==> src/rtl/core/cobs_frame_decoder_unit_macros.svh <==
// assertion macros for the cobs frame decoder
// no dependencies; included by modules that carry assertions
`ifndef COBS_FRAME_DECODER_UNIT_MACROS_SVH
`define COBS_FRAME_DECODER_UNIT_MACROS_SVH
`ifndef ASSERT_OFF
`define CFD_ASSERT(lbl, clk, rst, prop, msg) \
   lbl: assert property (@(posedge clk) disable iff (rst) (prop)) else $error(msg);
`define CFD_ASSERT_NEXT(lbl, clk, rst, ante, cons, msg) \
   lbl: assert property (@(posedge clk) disable iff (rst) (ante) |=> (cons)) else $error(msg);
`else
`define CFD_ASSERT(lbl, clk, rst, prop, msg)
`define CFD_ASSERT_NEXT(lbl, clk, rst, ante, cons, msg)
`endif
`endif

==> src/rtl/core/cfd_pkg.sv <==
// types and constants shared by the cobs frame decoder modules
// no dependencies
package cfd_pkg;

   localparam logic [7:0] CODE_FULL = 8'hFF;
   localparam logic [7:0] BYTE_ZERO = 8'h00;
   localparam int unsigned QUEUE_DEPTH = 2;

   typedef enum logic [1:0] {
      ST_OK        = 2'd0,
      ST_ZERO_CODE = 2'd1,
      ST_TRUNCATED = 2'd2,
      ST_EMPTY     = 2'd3
   } status_type;

   typedef struct packed {
      logic [7:0] enc_byte;
      logic       buffer_end;
   } req_type;

   typedef struct packed {
      logic [7:0] dec_byte;
      logic       byte_valid;
      logic       frame_done;
      logic [1:0] frame_status;
   } rsp_type;

   typedef struct packed {
      logic [7:0] enc_byte;
      logic       last;
      logic       is_zero;
      logic       is_full;
   } cmd_type;

   typedef struct packed {
      logic full;
      logic not_empty;
   } queue_status_type;

endpackage

==> src/rtl/core/cfd_front.sv <==
// front end: takes input transactions and classifies each byte
// depends on cfd_pkg
module cfd_front (
   input  logic                      req_valid,
   output logic                      req_stall,
   input  cfd_pkg::req_type          req_data,
   input  cfd_pkg::queue_status_type q_status,
   output logic                      push,
   output cfd_pkg::cmd_type          push_cmd
);
   import cfd_pkg::*;

   assign req_stall         = q_status.full;
   assign push              = req_valid && !q_status.full;
   assign push_cmd.enc_byte = req_data.enc_byte;
   assign push_cmd.last     = req_data.buffer_end;
   assign push_cmd.is_zero  = (req_data.enc_byte == BYTE_ZERO);
   assign push_cmd.is_full  = (req_data.enc_byte == CODE_FULL);

endmodule

==> src/rtl/core/cfd_queue.sv <==
// two-entry queue of classified bytes between front and back
// depends on cfd_pkg
module cfd_queue (
   input  logic                      clock,
   input  logic                      reset,
   input  logic                      push,
   input  cfd_pkg::cmd_type          push_cmd,
   input  logic                      pop,
   output cfd_pkg::cmd_type          head_cmd,
   output cfd_pkg::queue_status_type q_status
);
   import cfd_pkg::*;

   localparam int unsigned PTR_W = $clog2(QUEUE_DEPTH);
   localparam int unsigned CNT_W = $clog2(QUEUE_DEPTH + 1);

   cmd_type            entry_ff [QUEUE_DEPTH];
   logic [PTR_W-1:0]   wr_ptr_ff, wr_ptr_in;
   logic [PTR_W-1:0]   rd_ptr_ff, rd_ptr_in;
   logic [CNT_W-1:0]   count_ff, count_in;

   always_comb begin
      wr_ptr_in = push ? wr_ptr_ff + PTR_W'(1) : wr_ptr_ff;
      rd_ptr_in = pop ? rd_ptr_ff + PTR_W'(1) : rd_ptr_ff;
      count_in  = count_ff + CNT_W'(push) - CNT_W'(pop);
   end

   always_ff @(posedge clock) begin
      if (reset) begin
         wr_ptr_ff <= '0;
         rd_ptr_ff <= '0;
         count_ff  <= '0;
      end else begin
         wr_ptr_ff <= wr_ptr_in;
         rd_ptr_ff <= rd_ptr_in;
         count_ff  <= count_in;
      end
   end

   always_ff @(posedge clock) begin
      if (push) begin
         entry_ff[wr_ptr_ff] <= push_cmd;
      end
   end

   assign head_cmd           = entry_ff[rd_ptr_ff];
   assign q_status.full      = (count_ff == CNT_W'(QUEUE_DEPTH));
   assign q_status.not_empty = (count_ff != '0);

endmodule

==> src/rtl/core/cfd_back.sv <==
// back end: decoder state, result generation and output register
// depends on cfd_pkg and the assertion macro header
`include "cobs_frame_decoder_unit_macros.svh"
module cfd_back (
   input  logic                      clock,
   input  logic                      reset,
   input  cfd_pkg::cmd_type          head_cmd,
   input  cfd_pkg::queue_status_type q_status,
   output logic                      pop,
   output logic                      rsp_valid,
   input  logic                      rsp_stall,
   output cfd_pkg::rsp_type          rsp_data
);
   import cfd_pkg::*;

   logic [7:0]  bytes_left_ff, bytes_left_in;
   logic        prev_full_ff, prev_full_in;
   logic        seen_code_ff, seen_code_in;
   status_type  error_ff, error_in;
   logic        rsp_valid_ff, rsp_valid_in;
   rsp_type     rsp_ff, rsp_in;

   logic [7:0]  dec;
   logic        valid;
   status_type  status;

   assign pop = q_status.not_empty && (!rsp_valid_ff || !rsp_stall);

   always_comb begin
      bytes_left_in = bytes_left_ff;
      prev_full_in  = prev_full_ff;
      seen_code_in  = seen_code_ff;
      error_in      = error_ff;
      dec           = BYTE_ZERO;
      valid         = 1'b0;
      status        = ST_OK;
      priority if (error_ff != ST_OK) begin
         status = error_ff;
      end else if (head_cmd.last && head_cmd.is_zero) begin
         priority if (!seen_code_ff) status = ST_EMPTY;
         else if (bytes_left_ff != 8'd0) status = ST_TRUNCATED;
         else status = ST_OK;
      end else if (bytes_left_ff != 8'd0) begin
         dec           = head_cmd.enc_byte;
         valid         = 1'b1;
         bytes_left_in = bytes_left_ff - 8'd1;
         status        = (bytes_left_in != 8'd0) ? ST_TRUNCATED : ST_OK;
      end else begin
         if (seen_code_ff && !prev_full_ff) begin
            valid = 1'b1;
         end
         if (head_cmd.is_zero) begin
            error_in = ST_ZERO_CODE;
            status   = ST_ZERO_CODE;
         end else begin
            seen_code_in  = 1'b1;
            prev_full_in  = head_cmd.is_full;
            bytes_left_in = head_cmd.enc_byte - 8'd1;
            status        = (bytes_left_in != 8'd0) ? ST_TRUNCATED : ST_OK;
         end
      end
      if (head_cmd.last) begin
         bytes_left_in = 8'd0;
         prev_full_in  = 1'b0;
         seen_code_in  = 1'b0;
         error_in      = ST_OK;
      end

      rsp_in.dec_byte     = valid ? dec : BYTE_ZERO;
      rsp_in.byte_valid   = valid;
      rsp_in.frame_done   = head_cmd.last;
      rsp_in.frame_status = head_cmd.last ? status : ST_OK;

      rsp_valid_in = pop ? 1'b1 : (rsp_valid_ff && rsp_stall);
   end

   always_ff @(posedge clock) begin
      if (reset) begin
         bytes_left_ff <= 8'd0;
         prev_full_ff  <= 1'b0;
         seen_code_ff  <= 1'b0;
         error_ff      <= ST_OK;
         rsp_valid_ff  <= 1'b0;
      end else begin
         rsp_valid_ff <= rsp_valid_in;
         if (pop) begin
            bytes_left_ff <= bytes_left_in;
            prev_full_ff  <= prev_full_in;
            seen_code_ff  <= seen_code_in;
            error_ff      <= error_in;
         end
      end
   end

   always_ff @(posedge clock) begin
      if (pop) begin
         rsp_ff <= rsp_in;
      end
   end

   assign rsp_valid = rsp_valid_ff;
   assign rsp_data  = rsp_ff;

   `CFD_ASSERT(a_err_code_pos, clock, reset, (error_ff == ST_OK) || (bytes_left_ff == 8'd0), "error with group open")
   `CFD_ASSERT_NEXT(a_frame_clear, clock, reset, pop && head_cmd.last, (bytes_left_ff == 8'd0) && !seen_code_ff && (error_ff == ST_OK), "state not cleared at frame end")
   `CFD_ASSERT(a_no_pop_empty, clock, reset, !pop || q_status.not_empty, "pop from empty queue")
   `CFD_ASSERT(a_status_done, clock, reset, !rsp_valid_ff || rsp_ff.frame_done || (rsp_ff.frame_status == ST_OK), "status without frame end")

endmodule

==> src/rtl/core/cobs_frame_decoder_unit.sv <==
// cobs frame decoder: one encoded byte in, one result out per transaction
// result path: an accepted byte is written into the queue, then decoded into the output register
// throughput: 1 transaction per cycle while rsp_stall is low
// reset: synchronous, active high; clears decoder state, queue and output valid
// depends on cfd_pkg, cfd_front, cfd_queue and cfd_back
module cobs_frame_decoder_unit (
   input  logic             clock,
   input  logic             reset,
   input  logic             req_valid,
   output logic             req_stall,
   input  cfd_pkg::req_type req_data,
   output logic             rsp_valid,
   input  logic             rsp_stall,
   output cfd_pkg::rsp_type rsp_data
);
   import cfd_pkg::*;

   queue_status_type q_status;
   cmd_type          push_cmd;
   cmd_type          head_cmd;
   logic             push;
   logic             pop;

   cfd_front u_front (
      .req_valid (req_valid),
      .req_stall (req_stall),
      .req_data  (req_data),
      .q_status  (q_status),
      .push      (push),
      .push_cmd  (push_cmd)
   );

   cfd_queue u_queue (
      .clock    (clock),
      .reset    (reset),
      .push     (push),
      .push_cmd (push_cmd),
      .pop      (pop),
      .head_cmd (head_cmd),
      .q_status (q_status)
   );

   cfd_back u_back (
      .clock     (clock),
      .reset     (reset),
      .head_cmd  (head_cmd),
      .q_status  (q_status),
      .pop       (pop),
      .rsp_valid (rsp_valid),
      .rsp_stall (rsp_stall),
      .rsp_data  (rsp_data)
   );

endmodule
==> config.mk <==
export PLATFORM = sky130hd
export DESIGN_NAME = cobs_frame_decoder_unit
export DESIGN_NICKNAME = d
export VERILOG_FILES = /design/src/rtl/core/cfd_pkg.sv /design/src/rtl/core/cfd_front.sv /design/src/rtl/core/cfd_queue.sv /design/src/rtl/core/cfd_back.sv /design/src/rtl/core/cobs_frame_decoder_unit.sv
export VERILOG_INCLUDE_DIRS = /design/src /design/src/rtl/core
export SDC_FILE = /design/constraint.sdc
export NUM_CORES = 1
export LEC_CHECK = 0
export BUFFER_PORTS_ARGS = -buffer_cell sky130_fd_sc_hd__buf_2
export CELL_PAD_IN_SITES_DETAIL_PLACEMENT = 1
export CELL_PAD_IN_SITES_GLOBAL_PLACEMENT = 1
export CORE_MARGIN = 4
export CORE_UTILIZATION = 44
export CTS_BUF_LIST = sky130_fd_sc_hd__clkbuf_8
export CTS_CLUSTER_SIZE = 20
export DETAILED_ROUTE_END_ITERATION = 16
export GPL_ROUTABILITY_DRIVEN = 0
export PLACE_DENSITY_LB_ADDON = 0.1
export SKIP_CTS_REPAIR_TIMING = 1
export SYNTH_ARGS = -nofsm -noshare
export SYNTH_HDL_FRONTEND = slang
export SYNTH_SLANG_ARGS = --single-unit
==> constraint.sdc <==
create_clock -name clock -period 2.09 [get_ports clock]
set_clock_uncertainty 0.1 [all_clocks]
set_input_delay 0.209 -clock clock [delete_from_list [all_inputs] [get_ports clock]]
set_output_delay 0.209 -clock clock [all_outputs]
set_load 0.01 [all_outputs]
==> results.sh <==
export IMPL_dp_hpwl_um=4650
export IMPL_die_height_um=84.4
export IMPL_cts_root_buf="clkbuf_8"
export IMPL_tightest_slew_ps=473
export IMPL_final_cell_mix="34 x edfxtp_1, 30 x nor2_1, 26 x buf_2"
export IMPL_drtAntennaViolNets=0
export IMPL_vias_per_cell=5.53
export IMPL_clockBufferDepth=2
export IMPL_antenna_cells=0
export IMPL_place_area_um2=2910
export IMPL_fin_nets=298
export IMPL_final_hold_viol_count=0
export IMPL_io_pins=27
export IMPL_htreeDepth=2
export IMPL_num_vias=1941
export IMPL_hp_class="primary input to flip-flop"
export IMPL_max_freq_mhz=507
export IMPL_ys_ff_latch=51
export IMPL_fin_crit_sh_pct=94.4
export IMPL_numPortBuffers=26
export IMPL_relSlewSlack_pct=68.5
export IMPL_yosysUniqueCellTypes=55
export IMPL_cap_viol_max_count=0
export IMPL_placedCellCount=337
export IMPL_core_um2=5570
export IMPL_setup_viol=0
export IMPL_cts_tree="yes"
export IMPL_fin_crit_ps=1970
export IMPL_fillers=599
export IMPL_p_leak_nw=1.20
export IMPL_path_clk_slew_ps=100
export IMPL_routed_wl_um=6250
export IMPL_critical_path_class="flip-flop to flip-flop"
export IMPL_drc_errors=0
export IMPL_grt_overflow=0
export IMPL_grt_pass1_vias=1972
export IMPL_fin_cells=351
export IMPL_wl_per_cell_um=17.8
export IMPL_dieWidth_um=84.4
export IMPL_worstPathMaxFanout=10
export IMPL_fp_row_count=27
export IMPL_syn_to_final_growth_pct=21.1
export IMPL_multi_input_area_um2=1160
export IMPL_yosys_warnings=0
export IMPL_rsz0062_at_grt="true"
export IMPL_syn_nets=245
export IMPL_mostFrequentLayoutCell="edfxtp_1"
export IMPL_grt_pass1_wl_um=10100
export IMPL_gr_usage_all_layers_pct=18.3
export IMPL_syn_avg_cell_area_um2=11.4
export IMPL_syn_cell_area_um2=2570
export IMPL_synth_seq_area_share_pct=53.0
export IMPL_drv_slew=0
export IMPL_initial_core_util_pct=46.0
export IMPL_power_density_nw_per_um2=1940
export IMPL_cts_sinks=51
export IMPL_netlist_instances=225
export IMPL_drive_gt1_share_pct=26.9
export IMPL_worstSetupEndpointType="flip-flop"
export IMPL_peakVddDrop_uv=1030
export IMPL_seqCellArea_um2=1360
export IMPL_drtIter0Drc=133
export IMPL_rrSetupSlack_ps=120
export IMPL_status="finished, final reports clean"
export IMPL_dr_pass1_iters=4
export IMPL_finish_instance_area_um2=3110
export IMPL_numCtsBuffers=5
export IMPL_antenna_found_initial=0
export IMPL_grt_max_degree=19
export IMPL_clk_latency_ps=310
export IMPL_required_ps=2200
export IMPL_crit_arrival_ps=2090
export IMPL_dieArea_um2=7120
export IMPL_startpoint_type="flip-flop"
==> final cells by class <==
cell class                 instances  area share [%]
timing repair buffer              52            11.4
clock buffer                       5            2.22
clock inverter                     3           0.886
sequential                        51            43.9
multi-input combinational        155            37.2
tap                               72            2.90
inverter                          13            1.57
==> Yosys cell counts (all sizes together) <==
library cell	instances	share of area, %
nand4	4	0.97
o211ai	2	0.58
nand3	2	0.39
nand2b	1	0.24
ha	7	3.4
xor2	6	2.0
nor3	8	2.0
o21bai	1	0.29
o311a	1	0.39
and2	1	0.29
a22o	2	0.73
a31oi	4	0.97
o32ai	1	0.34
and3	4	1.0
o31ai	3	1.1
buf	5	1.7
or3	2	0.54
mux2i	14	5.9
o41ai	1	0.34
nand2	11	1.9
a21oi	9	1.8
clkbuf	1	0.15
edfxtp	34	40
o31a	2	0.73
a211oi	1	0.29
a41oi	1	0.34
o21ai	8	1.6
nor4	3	1.9
inv	13	1.9
o2bb2ai	2	0.68
xnor2	8	2.7
nor4b	2	0.93
a311oi	2	0.68
mux2	2	0.88
nor3b	4	1.2
nor2	30	4.4
a31o	1	0.34
or4	2	0.58
dfxtp	17	13
nor2b	2	0.49
a21boi	1	0.29
==> final timing paths <==
check                                             start                      end  cells past startpoint
worst max register to register                flip-flop  u_back.bytes_left_ff[7]                      7
worst min-delay path                        req_data[5]   u_queue.entry_ff[1][7]                      1
worst min register to register  u_back.bytes_left_ff[1]  u_back.bytes_left_ff[1]                      2
worst max-delay path                          flip-flop  u_back.bytes_left_ff[7]                      7
==> logic make-up (layout without fill, tap and decap cells) <==
logic type      count (synthesis)  after routing  synth area share [%]
simple gates                   76             76                  16.8
flops                          51             51                  53.0
compound gates                 42             42                  11.4
buf+inv                        19             73                  3.70
mux                            16             16                  6.83
xor+xnor                       14             14                  4.78
fa+ha+maj                       7              7                  3.41
==> state kept, by name (all words and copies together), names as in the netlist, named ones only <==
| signal | count |
|---|---|
| u_back.prev_full_ff | 1 |
| u_back.rsp_data | 12 |
| u_back.error_ff | 1 |
| u_back.bytes_left_ff | 8 |
| u_back.seen_code_ff | 1 |
| u_queue.wr_ptr_ff | 1 |
| u_queue.rd_ptr_ff | 1 |
| u_back.rsp_valid | 1 |
| u_queue.count_ff | 2 |
| u_queue.entry_ff | 22 |
==> report_power, final <==
group	total, mW	switching, mW	internal, mW
Sequential	1.76	0.244	1.51
Clock	0.600	0.354	0.246
Combinational	3.66	2.11	1.54
Total	6.01	2.71	3.30
==> per-layer routing <==
| metal | routed length [um] | global-route usage, % |
|---|---|---|
| met1 | 2780 | 23.8 |
| met2 | 3110 | 30.3 |
| met3 | 216 | 3.63 |
| met4 | 140 | 6.47 |
| met5 | 0 | 0 |
==> critical path: stages, from the launching register on <==
cell	delay [ps]
dfxtp_1	390
buf_12	180
mux2i_4	190
buf_4	170
a21oi_1	290
o31a_2	250
nor2_1	70
a22o_1	230
==> through the flow <==
step	worst slack [ps]	power [mW]	hold WS, ps	utilization, %	TNS, ps
after detailed placement	-49.2	5.27	306	52.2	-49.2
final	117	6.01	20.6	55.7	0
after global routing	-48.1	6.49	12.4	55.7	-62.0
after floorplan	68.6	4.23	181	-	0
after CTS	-120	5.90	-22.8	53.9	-120
after global placement	116	5.19	298	52.2	0
Power figures use the tool's default switching activity.
